`config.mk`:
```
export PLATFORM = sky130hd
export DESIGN_NAME = sha256_hasher_top_flat
export DESIGN_NICKNAME = d
export VERILOG_FILES = /design/src/rtl/sha_pkg.sv /design/src/rtl/sha_in_if.sv /design/src/rtl/sha_out_if.sv /design/src/rtl/sha256_hasher_top.sv /design/src/rtl/sha_sched.sv /design/src/rtl/sha_round.sv /design/src/rtl/sha_ctrl.sv /design/src/flat_wrapper.sv
export SDC_FILE = /design/constraint.sdc
export NUM_CORES = 2
export LEC_CHECK = 0
export BUFFER_PORTS_ARGS = -buffer_cell sky130_fd_sc_hd__buf_2
export CORE_MARGIN = 2
export CORE_UTILIZATION = 44
export CTS_BUF_LIST = sky130_fd_sc_hd__clkbuf_16
export DETAILED_ROUTE_END_ITERATION = 8
export SLEW_MARGIN = 10
export SYNTH_ARGS = -nofsm -noshare
export SYNTH_HDL_FRONTEND = slang
export SYNTH_SLANG_ARGS = --single-unit
export TNS_END_PERCENT = 20
```
`constraint.sdc`:
```
create_clock -name clk -period 20.3 [get_ports clk]
set_clock_uncertainty 0.05 [all_clocks]
set_input_delay 4.06 -clock clk [delete_from_list [all_inputs] [get_ports clk]]
set_output_delay 4.06 -clock clk [all_outputs]
set_load 0.01 [all_outputs]
```
`src/rtl/sha_pkg.sv`:
```
// Shared types, constants and round functions for the SHA-256 hasher.
`timescale 1ns / 1ps

package sha_pkg;

    localparam logic [7:0] PAD_MARK   = 8'h80;
    localparam logic [5:0] LAST_POS   = 6'd63;
    localparam logic [5:0] LEN_POS    = 6'd56;
    localparam logic [5:0] LAST_ROUND = 6'd63;
    localparam logic [2:0] LAST_WORD  = 3'd7;

    typedef enum logic [2:0] {
        ST_IDLE,
        ST_ROUND,
        ST_FOLD,
        ST_PAD,
        ST_EMIT
    } sha_state_t;

    // Control toward the block buffer / message schedule.
    typedef struct packed {
        logic       push;
        logic [7:0] push_byte;
        logic       shift;
    } sha_bctl_t;

    // Control toward the round unit.
    typedef struct packed {
        logic       round;
        logic       fold;
        logic       init;
        logic [5:0] rnd;
    } sha_rctl_t;

    function automatic logic [31:0] rotr(input logic [31:0] x, input int n);
        rotr = (x >> n) | (x << (32 - n));
    endfunction

    function automatic logic [31:0] big_sig0(input logic [31:0] x);
        big_sig0 = rotr(x, 2) ^ rotr(x, 13) ^ rotr(x, 22);
    endfunction

    function automatic logic [31:0] big_sig1(input logic [31:0] x);
        big_sig1 = rotr(x, 6) ^ rotr(x, 11) ^ rotr(x, 25);
    endfunction

    function automatic logic [31:0] small_sig0(input logic [31:0] x);
        small_sig0 = rotr(x, 7) ^ rotr(x, 18) ^ (x >> 3);
    endfunction

    function automatic logic [31:0] small_sig1(input logic [31:0] x);
        small_sig1 = rotr(x, 17) ^ rotr(x, 19) ^ (x >> 10);
    endfunction

    function automatic logic [31:0] iv_word(input logic [2:0] i);
        case (i)
            3'd0:    iv_word = 32'h6a09e667;
            3'd1:    iv_word = 32'hbb67ae85;
            3'd2:    iv_word = 32'h3c6ef372;
            3'd3:    iv_word = 32'ha54ff53a;
            3'd4:    iv_word = 32'h510e527f;
            3'd5:    iv_word = 32'h9b05688c;
            3'd6:    iv_word = 32'h1f83d9ab;
            default: iv_word = 32'h5be0cd19;
        endcase
    endfunction

    function automatic logic [31:0] round_k(input logic [5:0] t);
        case (t)
            6'd0:  round_k = 32'h428a2f98;  6'd1:  round_k = 32'h71374491;
            6'd2:  round_k = 32'hb5c0fbcf;  6'd3:  round_k = 32'he9b5dba5;
            6'd4:  round_k = 32'h3956c25b;  6'd5:  round_k = 32'h59f111f1;
            6'd6:  round_k = 32'h923f82a4;  6'd7:  round_k = 32'hab1c5ed5;
            6'd8:  round_k = 32'hd807aa98;  6'd9:  round_k = 32'h12835b01;
            6'd10: round_k = 32'h243185be;  6'd11: round_k = 32'h550c7dc3;
            6'd12: round_k = 32'h72be5d74;  6'd13: round_k = 32'h80deb1fe;
            6'd14: round_k = 32'h9bdc06a7;  6'd15: round_k = 32'hc19bf174;
            6'd16: round_k = 32'he49b69c1;  6'd17: round_k = 32'hefbe4786;
            6'd18: round_k = 32'h0fc19dc6;  6'd19: round_k = 32'h240ca1cc;
            6'd20: round_k = 32'h2de92c6f;  6'd21: round_k = 32'h4a7484aa;
            6'd22: round_k = 32'h5cb0a9dc;  6'd23: round_k = 32'h76f988da;
            6'd24: round_k = 32'h983e5152;  6'd25: round_k = 32'ha831c66d;
            6'd26: round_k = 32'hb00327c8;  6'd27: round_k = 32'hbf597fc7;
            6'd28: round_k = 32'hc6e00bf3;  6'd29: round_k = 32'hd5a79147;
            6'd30: round_k = 32'h06ca6351;  6'd31: round_k = 32'h14292967;
            6'd32: round_k = 32'h27b70a85;  6'd33: round_k = 32'h2e1b2138;
            6'd34: round_k = 32'h4d2c6dfc;  6'd35: round_k = 32'h53380d13;
            6'd36: round_k = 32'h650a7354;  6'd37: round_k = 32'h766a0abb;
            6'd38: round_k = 32'h81c2c92e;  6'd39: round_k = 32'h92722c85;
            6'd40: round_k = 32'ha2bfe8a1;  6'd41: round_k = 32'ha81a664b;
            6'd42: round_k = 32'hc24b8b70;  6'd43: round_k = 32'hc76c51a3;
            6'd44: round_k = 32'hd192e819;  6'd45: round_k = 32'hd6990624;
            6'd46: round_k = 32'hf40e3585;  6'd47: round_k = 32'h106aa070;
            6'd48: round_k = 32'h19a4c116;  6'd49: round_k = 32'h1e376c08;
            6'd50: round_k = 32'h2748774c;  6'd51: round_k = 32'h34b0bcb5;
            6'd52: round_k = 32'h391c0cb3;  6'd53: round_k = 32'h4ed8aa4a;
            6'd54: round_k = 32'h5b9cca4f;  6'd55: round_k = 32'h682e6ff3;
            6'd56: round_k = 32'h748f82ee;  6'd57: round_k = 32'h78a5636f;
            6'd58: round_k = 32'h84c87814;  6'd59: round_k = 32'h8cc70208;
            6'd60: round_k = 32'h90befffa;  6'd61: round_k = 32'ha4506ceb;
            6'd62: round_k = 32'hbef9a3f7;  default: round_k = 32'hc67178f2;
        endcase
    endfunction

endpackage

```
`src/rtl/sha_in_if.sv`:
```
// Input channel carrying message bytes and the end-of-message flag.
`timescale 1ns / 1ps

interface sha_in_if;
    logic       valid;
    logic       ready;
    logic [7:0] data_byte;
    logic       byte_present;
    logic       end_of_message;

    modport source (output valid, output data_byte, output byte_present,
                    output end_of_message, input ready);
    modport sink (input valid, input data_byte, input byte_present,
                  input end_of_message, output ready);
endinterface

```
`src/rtl/sha_out_if.sv`:
```
// Output channel carrying the digest words.
`timescale 1ns / 1ps

interface sha_out_if;
    logic        valid;
    logic        ready;
    logic [31:0] digest_word;
    logic [2:0]  word_index;
    logic        last_word;

    modport source (output valid, output digest_word, output word_index,
                    output last_word, input ready);
    modport sink (input valid, input digest_word, input word_index,
                  input last_word, output ready);
endinterface

```
`src/rtl/sha256_hasher_top.sv`:
```
// Top level of the byte-serial SHA-256 hasher.
`timescale 1ns / 1ps
// A message byte is taken in one transfer; the byte that fills a 64-byte block is
// followed by 64 rounds of the single round unit and a fold, with no input taken.
// An end-of-message item pushes 9 to 72 padding bytes at one per cycle, runs one
// or two compressions and offers eight digest words, one per cycle while ready.
// Reset loads the initial hash value and clears the length count; the block
// buffer holds no reset value and is always overwritten before it is used.

module sha256_hasher_top
(
    input  logic      clk,
    input  logic      rst_n,
    sha_in_if.sink    msg,
    sha_out_if.source dig
);

    sha_pkg::sha_bctl_t bctl;
    sha_pkg::sha_rctl_t rctl;
    logic [31:0]        w_cur;
    logic [31:0]        h_word;
    logic [2:0]         word_sel;

    sha_ctrl u_ctrl
    (
        .clk      (clk),
        .rst_n    (rst_n),
        .msg      (msg),
        .dig      (dig),
        .h_word   (h_word),
        .word_sel (word_sel),
        .bctl     (bctl),
        .rctl     (rctl)
    );

    sha_sched u_sched
    (
        .clk   (clk),
        .bctl  (bctl),
        .w_cur (w_cur)
    );

    sha_round u_round
    (
        .clk      (clk),
        .rst_n    (rst_n),
        .rctl     (rctl),
        .w_cur    (w_cur),
        .word_sel (word_sel),
        .h_word   (h_word)
    );

endmodule

```
`src/rtl/sha_sched.sv`:
```
// Block buffer that packs bytes and then rolls out the message schedule.
`timescale 1ns / 1ps

module sha_sched
(
    input  logic              clk,
    input  sha_pkg::sha_bctl_t bctl,
    output logic [31:0]       w_cur
);

    logic [511:0] blk_reg;
    logic [511:0] blk_next;
    logic [31:0]  w_new;

    // The window holds W[t] .. W[t+15] with W[t] in the top word.
    assign w_cur = blk_reg[511:480];
    assign w_new = sha_pkg::small_sig1(blk_reg[63:32]) + blk_reg[223:192]
                 + sha_pkg::small_sig0(blk_reg[479:448]) + blk_reg[511:480];

    always_comb
    begin
        blk_next = blk_reg;
        if (bctl.push)
        begin
            blk_next = {blk_reg[503:0], bctl.push_byte};
        end
        else if (bctl.shift)
        begin
            blk_next = {blk_reg[479:0], w_new};
        end
    end

    always_ff @(posedge clk)
    begin
        blk_reg <= blk_next;
    end

endmodule

```
`src/rtl/sha_round.sv`:
```
// Shared compression round unit with the working and chaining registers.
`timescale 1ns / 1ps

module sha_round
(
    input  logic               clk,
    input  logic               rst_n,
    input  sha_pkg::sha_rctl_t rctl,
    input  logic [31:0]        w_cur,
    input  logic [2:0]         word_sel,
    output logic [31:0]        h_word
);

    logic [31:0] h_reg [0:7];
    logic [31:0] v_reg [0:7];
    logic [31:0] t1;
    logic [31:0] t2;
    logic [31:0] ch;
    logic [31:0] maj;

    assign ch  = (v_reg[4] & v_reg[5]) ^ (~v_reg[4] & v_reg[6]);
    assign maj = (v_reg[0] & v_reg[1]) ^ (v_reg[0] & v_reg[2]) ^ (v_reg[1] & v_reg[2]);
    assign t1  = v_reg[7] + sha_pkg::big_sig1(v_reg[4]) + ch
               + sha_pkg::round_k(rctl.rnd) + w_cur;
    assign t2  = sha_pkg::big_sig0(v_reg[0]) + maj;

    assign h_word = h_reg[word_sel];

    // The working registers always equal the chaining value outside a
    // compression, so a compression starts without a separate load step.
    always_ff @(posedge clk or negedge rst_n)
    begin
        if (!rst_n)
        begin
            for (int i = 0; i < 8; i++)
            begin
                h_reg[i] <= sha_pkg::iv_word(3'(i));
                v_reg[i] <= sha_pkg::iv_word(3'(i));
            end
        end
        else if (rctl.init)
        begin
            for (int i = 0; i < 8; i++)
            begin
                h_reg[i] <= sha_pkg::iv_word(3'(i));
                v_reg[i] <= sha_pkg::iv_word(3'(i));
            end
        end
        else if (rctl.fold)
        begin
            for (int i = 0; i < 8; i++)
            begin
                h_reg[i] <= h_reg[i] + v_reg[i];
                v_reg[i] <= h_reg[i] + v_reg[i];
            end
        end
        else if (rctl.round)
        begin
            v_reg[7] <= v_reg[6];
            v_reg[6] <= v_reg[5];
            v_reg[5] <= v_reg[4];
            v_reg[4] <= v_reg[3] + t1;
            v_reg[3] <= v_reg[2];
            v_reg[2] <= v_reg[1];
            v_reg[1] <= v_reg[0];
            v_reg[0] <= t1 + t2;
        end
    end

endmodule

```
`src/rtl/sha_ctrl.sv`:
```
// Sequencer: byte intake, padding, round counting and digest output.
`timescale 1ns / 1ps

module sha_ctrl
(
    input  logic               clk,
    input  logic               rst_n,
    sha_in_if.sink             msg,
    sha_out_if.source          dig,
    input  logic [31:0]        h_word,
    output logic [2:0]         word_sel,
    output sha_pkg::sha_bctl_t bctl,
    output sha_pkg::sha_rctl_t rctl
);

    sha_pkg::sha_state_t state_reg, state_next;
    logic [5:0]  pos_reg, pos_next;
    logic [60:0] cnt_reg, cnt_next;
    logic [5:0]  rnd_reg, rnd_next;
    logic [2:0]  idx_reg, idx_next;
    logic        eom_reg, eom_next;
    logic        mark_reg, mark_next;
    logic        len_reg, len_next;
    logic        final_reg, final_next;
    logic [63:0] len_bits;
    logic [5:0]  len_shift;
    logic        is_len;

    assign len_bits  = {cnt_reg, 3'b000};
    assign len_shift = {~pos_reg[2:0], 3'b000};
    assign is_len    = mark_reg && (pos_reg == sha_pkg::LEN_POS || len_reg);

    assign word_sel        = idx_reg;
    assign dig.digest_word = h_word;
    assign dig.word_index  = idx_reg;
    assign dig.last_word   = (idx_reg == sha_pkg::LAST_WORD);

    always_ff @(posedge clk or negedge rst_n)
    begin
        if (!rst_n)
        begin
            state_reg <= sha_pkg::ST_IDLE;
            pos_reg   <= '0;
            cnt_reg   <= '0;
            rnd_reg   <= '0;
            idx_reg   <= '0;
            eom_reg   <= 1'b0;
            mark_reg  <= 1'b0;
            len_reg   <= 1'b0;
            final_reg <= 1'b0;
        end
        else
        begin
            state_reg <= state_next;
            pos_reg   <= pos_next;
            cnt_reg   <= cnt_next;
            rnd_reg   <= rnd_next;
            idx_reg   <= idx_next;
            eom_reg   <= eom_next;
            mark_reg  <= mark_next;
            len_reg   <= len_next;
            final_reg <= final_next;
        end
    end

    always_comb
    begin
        state_next     = state_reg;
        pos_next       = pos_reg;
        cnt_next       = cnt_reg;
        rnd_next       = rnd_reg;
        idx_next       = idx_reg;
        eom_next       = eom_reg;
        mark_next      = mark_reg;
        len_next       = len_reg;
        final_next     = final_reg;
        msg.ready      = 1'b0;
        dig.valid      = 1'b0;
        bctl.push      = 1'b0;
        bctl.push_byte = '0;
        bctl.shift     = 1'b0;
        rctl.round     = 1'b0;
        rctl.fold      = 1'b0;
        rctl.init      = 1'b0;
        rctl.rnd       = rnd_reg;

        unique case (state_reg)
            sha_pkg::ST_IDLE:
            begin
                msg.ready = 1'b1;
                if (msg.valid)
                begin
                    eom_next = msg.end_of_message;
                    if (msg.byte_present)
                    begin
                        bctl.push      = 1'b1;
                        bctl.push_byte = msg.data_byte;
                        pos_next       = pos_reg + 6'd1;
                        cnt_next       = cnt_reg + 61'd1;
                    end
                    // A byte that fills the block is compressed before any padding.
                    if (msg.byte_present && pos_reg == sha_pkg::LAST_POS)
                    begin
                        rnd_next   = '0;
                        state_next = sha_pkg::ST_ROUND;
                    end
                    else if (msg.end_of_message)
                    begin
                        state_next = sha_pkg::ST_PAD;
                    end
                end
            end

            sha_pkg::ST_ROUND:
            begin
                bctl.shift = 1'b1;
                rctl.round = 1'b1;
                rnd_next   = rnd_reg + 6'd1;
                if (rnd_reg == sha_pkg::LAST_ROUND)
                begin
                    state_next = sha_pkg::ST_FOLD;
                end
            end

            sha_pkg::ST_FOLD:
            begin
                rctl.fold = 1'b1;
                if (final_reg)
                begin
                    idx_next   = '0;
                    state_next = sha_pkg::ST_EMIT;
                end
                else if (eom_reg)
                begin
                    state_next = sha_pkg::ST_PAD;
                end
                else
                begin
                    state_next = sha_pkg::ST_IDLE;
                end
            end

            sha_pkg::ST_PAD:
            begin
                bctl.push = 1'b1;
                pos_next  = pos_reg + 6'd1;
                if (!mark_reg)
                begin
                    bctl.push_byte = sha_pkg::PAD_MARK;
                    mark_next      = 1'b1;
                end
                else if (is_len)
                begin
                    bctl.push_byte = len_bits[len_shift +: 8];
                    len_next       = 1'b1;
                end
                if (pos_reg == sha_pkg::LAST_POS)
                begin
                    final_next = is_len;
                    rnd_next   = '0;
                    state_next = sha_pkg::ST_ROUND;
                end
            end

            sha_pkg::ST_EMIT:
            begin
                dig.valid = 1'b1;
                if (dig.ready)
                begin
                    idx_next = idx_reg + 3'd1;
                    if (idx_reg == sha_pkg::LAST_WORD)
                    begin
                        rctl.init  = 1'b1;
                        cnt_next   = '0;
                        pos_next   = '0;
                        eom_next   = 1'b0;
                        mark_next  = 1'b0;
                        len_next   = 1'b0;
                        final_next = 1'b0;
                        state_next = sha_pkg::ST_IDLE;
                    end
                end
            end

            default:
            begin
                state_next = sha_pkg::ST_IDLE;
            end
        endcase
    end

endmodule

```
`src/flat_wrapper.sv`:
```
// flat-port wrapper written by rule: the top's interface ports become plain ports
module sha256_hasher_top_flat 
  (clk, rst_n, msg_valid, msg_data_byte, msg_byte_present, msg_end_of_message, msg_ready, dig_valid, dig_digest_word, dig_word_index, dig_last_word, dig_ready);
  sha_in_if msg_i ();
  sha_out_if dig_i ();
  input  logic clk;
  input  logic rst_n;
  input wire logic [$bits(msg_i.valid)-1:0] msg_valid;
  input wire logic [$bits(msg_i.data_byte)-1:0] msg_data_byte;
  input wire logic [$bits(msg_i.byte_present)-1:0] msg_byte_present;
  input wire logic [$bits(msg_i.end_of_message)-1:0] msg_end_of_message;
  output wire logic [$bits(msg_i.ready)-1:0] msg_ready;
  output wire logic [$bits(dig_i.valid)-1:0] dig_valid;
  output wire logic [$bits(dig_i.digest_word)-1:0] dig_digest_word;
  output wire logic [$bits(dig_i.word_index)-1:0] dig_word_index;
  output wire logic [$bits(dig_i.last_word)-1:0] dig_last_word;
  input wire logic [$bits(dig_i.ready)-1:0] dig_ready;
  assign msg_i.valid = msg_valid;
  assign msg_i.data_byte = msg_data_byte;
  assign msg_i.byte_present = msg_byte_present;
  assign msg_i.end_of_message = msg_end_of_message;
  assign msg_ready = msg_i.ready;
  assign dig_valid = dig_i.valid;
  assign dig_digest_word = dig_i.digest_word;
  assign dig_word_index = dig_i.word_index;
  assign dig_last_word = dig_i.last_word;
  assign dig_i.ready = dig_ready;
  sha256_hasher_top u_core (.clk(clk), .rst_n(rst_n), .msg(msg_i), .dig(dig_i));
endmodule
```
# Yosys cells after proc, flatten, opt, wreduce, memory -nomap -nowiden
# Memories as Yosys holds them, arrays and structs flattened.
# Index checks and enable logic that the tools add are counted.
# word_totals
regBits	1107
rom_bits	2048
output_inout_bits	38
memories	1
# memory_table
memory	words	width	rd	rd_clocked_by_memory_dff	wr	line_no	rtl
(no name shown)	64	32	1	0	0	sha_pkg.sv:69	case (t)
# op_classes
addsub	22
magnitude_cmp	1
eq_ne	19
shift	1
muxes	59
n_bitwise	29
reduce_logical	21
# ops
operator	n
256-bit 2-to-1 mux	5
512-bit 2-to-1 mux	2
32-bit adder	18
32-bit bitwise XOR	9
61-bit 2-to-1 mux	4
32-bit AND	5
61-bit case mux with 2 select lines	1
32-bit binary-select mux with 3-bit select	1
32-bit 2-to-1 mux	2
64-bit by 7-bit variable part select with 8-bit output	1
61-bit by 1-bit adder with 61-bit output, second input constant	1
6-bit 2-to-1 mux	7
6-bit case mux with 3 select lines	2
32-bit inverter	1
10-bit by 32-bit bitwise OR with 32-bit output	1
13-bit by 32-bit bitwise OR with 32-bit output	1
14-bit by 32-bit bitwise OR with 32-bit output	1
15-bit by 32-bit bitwise OR with 32-bit output	1
19-bit by 32-bit bitwise OR with 32-bit output	1
21-bit by 32-bit bitwise OR with 32-bit output	1
25-bit by 32-bit bitwise OR with 32-bit output	1
26-bit by 32-bit bitwise OR with 32-bit output	1
30-bit by 32-bit bitwise OR with 32-bit output	1
7-bit by 32-bit bitwise OR with 32-bit output	1
31 further kinds	83

# Longest topological paths before layout
# logic_depth
word_depth	11
mapped_depth	40
mapped_depth_nobuf	38

# Hierarchy
# Synthesis repeated with hierarchy kept, for this count alone.
# unflattened
hier_cells	7856
hier_area_um2	79170.9
# modules_own_cells
module	instances	cells_per_inst	area_per_inst_um2	seq_area_each_um2
sha_round	1	5589	48071.1	13152.6
sha_sched	1	1702	25868.6	15374.7
sha_ctrl	1	565	5231.3	2077.0

# Least setup slack after synthesis
# Ideal clock, no wire load.
# synth_timing
path_kind	input to register
from	input port msg_valid
to	register u_core.u_sched.blk_reg[0] (enable)
setup_ns	3.633
arrival_time_ns	13.235
required_time_ns	16.617
setup_slack_ns	3.382
path_stages	6
n_path_buf	2
path_cell_list	nand3_1 -> nand2_1 -> nand2_1 -> clkbuf_1 -> clkbuf_1 -> nand2_1
# synth_between
elab_chain_len	3
# synth_rtl
item	line_no	rtl
start, declared	flat_wrapper.sv:8	input wire logic [$bits(msg_i.valid)-1:0] msg_valid;
9-bit 2-to-1 mux	sha_ctrl.sv:91	if (msg.valid)
9-bit case mux with 2 select lines	sha_ctrl.sv:87	unique case (state_reg)
2-bit nonzero test (no source line)	--	
end signal, assigned	sha_sched.sv:35	blk_reg <= blk_next;
end, declared	sha_sched.sv:11	logic [511:0] blk_reg;
# No other way between the ends.
# A chain may end at the register's enable or synchronous reset.

# Worst setup path in the final report
# layout_timing
from	register u_core.u_ctrl.rnd_reg[1]
to	register u_core.u_round.v_reg[255] (netlist bit)
# layout_between
elab_chain_len	7
# layout_rtl
item	line_no	rtl
start, declared	sha_ctrl.sv:19	logic [5:0] rnd_reg, rnd_next;
start signal, assigned	sha_ctrl.sv:57	rnd_reg <= rnd_next;
memory 64 x 32 bit	--	
32-bit adder (2 in a row)	sha_round.sv:24	+ sha_pkg::round_k(rctl.rnd) + w_cur;
32-bit adder	sha_round.sv:66	v_reg[0] <= t1 + t2;
256-bit 2-to-1 mux	sha_round.sv:57	else if (rctl.round)
256-bit 2-to-1 mux	sha_round.sv:49	else if (rctl.fold)
256-bit 2-to-1 mux	sha_round.sv:41	else if (rctl.init)
end signal, assigned by index	sha_round.sv:38	v_reg[i] <= sha_pkg::iv_word(3'(i));
end signal, assigned by index	sha_round.sv:46	v_reg[i] <= sha_pkg::iv_word(3'(i));
end signal, assigned by index	sha_round.sv:54	v_reg[i] <= h_reg[i] + v_reg[i];
end, declared	sha_round.sv:15	logic [31:0] v_reg [0:7];
# No other way between the ends. The select of a mux whose other input is x is not followed.

==> summary.txt <==
outcome: finished clean
Final Hold Fails: 0
Most common cell on crit path: inv_1
largest net degree at the start of global routing: 233
syn_nets: 9439
layout cells sized above 1: 0.0894
root buffer cell: clkbuf_16
Final WS setup: 10420 ps
simple-gate portion of the synthesized area: 0.184
Post-synth EDFFs: 512
Synth Cell Area: 77800 µm²
pwr/cell area: 56.7 nW/µm²
fraction of synthesized area in multiplexers: 0.0404
post-CTS resize count: 0
Die W: 424 µm
Hold Buf Count CTS: 0
via/cell ratio: 5.83
leakage power: 37.3 nW
Worst Setup End Kind: flop
worst vdd ir: 0.0794 mV
sw frac: 0.228
vias in the first global route: 62100
Pre-antenna DRT Iters: 6
combinational fraction of design power: 0.006
setup TNS: 0 ps
post-CTS setup buffer count: 0
Port Buffer Count: 51
Period Utilization, post-route: 0.487
Placement Cell Area: 79700 µm²
Worst path depth: 37
Clock Latency Late Sink: 830 ps
most utilized layer in the global route result: met2
Die Y: 424 µm
CP Data Required Time: 20950 ps
met1 Use GR: 0.400
CTS tree: yes
post-synth cell types: 102
hpwl dp: 188 mm
XOR/XNOR share of the synthesized area: 0.0684
worst-margin pin slew: 1210 ps
P_int: 3.68 mW
max reg flops: 512
total gr overflow: 0
clock buffer depth: 3
Residual DRC: 0
Setup crit start kind: flop
final setup fails: 0
Mapped Cells: 8835
relative slew slack: 0.195
largest family of logic cells by synthesized area: simple AND/OR/NAND/NOR gates
Syn Area/Cell: 8.80 µm²
Crit path largest cell delay: 870 ps
number of synthesized register bits: 1107
post-synthesis sequential area ratio: 0.393
post-route ant nets: 0
Syn-to-layout area delta: 8.17%
minimum clock period: 9880 ps
CTS Sinks: 1107
total CTS buffers: 136
Worst-path clk slew: 60 ps
gr usage total: 0.282
Fmax: 101 MHz
worst slack, placed: 10560 ps
Die ar.: 180000 µm²
met3 usage in global routing: 0.0397
HP Class: reg -> reg
critical path class: reg -> reg
Core Region: 176000 µm²
H-tree depth: 4
fin. max-slew vios: 0
Psw: 1.09 mW
I/O pin cnt: 52
Critical Path AT: 10530 ps
cell depth of the worst min-delay path: 2
initial DRC count: 6149
placed cells: 10800
Final Instance Area: 84100 µm²
first-pass GRT wire length: 389 mm
gpl congestion: 0.952
CP max FO: 23
Routed WL per cell: 23.4 µm
Initial Util: 0.442
Tot Pwr: 4.77 mW
Post-Synth Adder-Cell Area: 0.114
routed wire length: 258 mm
Critical Path Slowest Stage Cell: a211oi_1
Sequential Power Share: 0.490
CP bufs+invs: 7
clock power share: 0.504
CP top delay family: compound AO/OA/AOI/OAI gates
final std cells w/o fill: 11000
post-synthesis compound-gate area fraction: 0.156
met2 usage in global routing: 0.434
Worst R2R Path Depth: 37
asr flop ratio synth: 0.537
fin nets: 9180
row cnt: 154
RSZ-0062 raised after global routing: false
number of synthesis warnings: 0
main flop type after synthesis: edfxtp_1
Max Cap Viol: 0
antenna violations before repair: 4
Vias: 64400
[path summary, 6_finish.rpt]
check / startpoint / to / slack [ps]
min in group asynchronous: rst_n / u_core.u_round.h_reg[204] / 3170
max in group asynchronous: rst_n / u_core.u_ctrl.rnd_reg[2] / 14670
worst min-delay path: u_core.u_round.h_reg[145] / u_core.u_round.h_reg[145] / 420
worst max register to register: u_core.u_ctrl.rnd_reg[1] / u_core.u_round.v_reg[255] / 10420
worst max-delay path: u_core.u_ctrl.rnd_reg[1] / u_core.u_round.v_reg[255] / 10420
worst min register to register: u_core.u_round.h_reg[145] / u_core.u_round.h_reg[145] / 420
[worst min-delay path, delay by kind of cell, from the launching register on]
kind / cells / cell delay, ps
flip-flops: 1 / 370
AND/OR/NAND/NOR: 2 / 90
[Yosys cell counts, types with 108 or more instances]
master       n  share of area
nand3_1    108         0.0069
a21o_1     198          0.019
dfstp_2    272          0.092
clkbuf_1   467          0.023
xnor2_1    396          0.045
nor2_1     518          0.025
nand2_1   2336           0.11
xor2_1     209          0.024
inv_1      387          0.019
edfxtp_1   512           0.20
a21oi_1    594          0.038
o21ai_0    545          0.035
ha_1       395          0.064
fa_1       195          0.050
dfrtp_1    323           0.10
[cell type report]
| type | instances | area (µm²) |
|---|---|---|
| Antenna cell | 3 | 7.51 |
| Clock buffer | 136 | 3400 |
| Clock inverter | 116 | 1030 |
| Fill cell | 16700 | 91800 |
| Inverter | 390 | 1460 |
| Multi-Input combinational cell | 6820 | 43900 |
| Sequential cell | 1107 | 30600 |
| Tap cell | 2340 | 2930 |
| Timing Repair Buffer | 121 | 841 |
[layer usage]
layer,routed length (µm),part of all wire
met4,11600,0.045
met1,114000,0.44
met3,17500,0.068
met5,0,0
met2,115000,0.44
[stage by stage]
stage / hold WS (ps) / utilization
after floorplan: 393 / -
after global placement: 405 / 0.453
after detailed placement: 410 / 0.453
after CTS: 419 / 0.478
after global routing: 439 / 0.478
final: 416 / 0.478
[power by group through the flow]
stage	sequential, mW	combinational, mW	clock (mW)
after global placement	2.38	0.0309	0
final	2.34	0.0294	2.40
after detailed placement	2.38	0.0313	0
after CTS	2.34	0.0314	2.46
after global routing	2.33	0.0344	2.54
after floorplan	2.38	0.00118	0
[kinds of logic after synthesis]
kind of cell | after synthesis
and+or+nand+nor | 3445
AOI/OAI and AO/OA | 1972
DFF | 1107
buffers and inverters | 908
xor gates and xnor gates | 606
adders and majority gates | 592
muxes | 205
[cells in the final DEF (no fill, tap or decap), drive strengths merged, types with 59 or more instances in the layout]
master	count
fa	195
nor3	77
nor2	521
ha	395
a211oi	77
dfrtp	323
edfxtp	512
and3	88
dfstp	272
inv	431
o21a	64
nand2	2337
nand3	108
buf	121
a21oi	595
clkbuf	136
o21ai	555
mux4	83
clkinv	62
xor2	209
mux2i	83
a31oi	93
o211ai	59
nand2b	68
a21o	198
xnor2	396
Note: power is estimated with default switching activity, not from simulation.
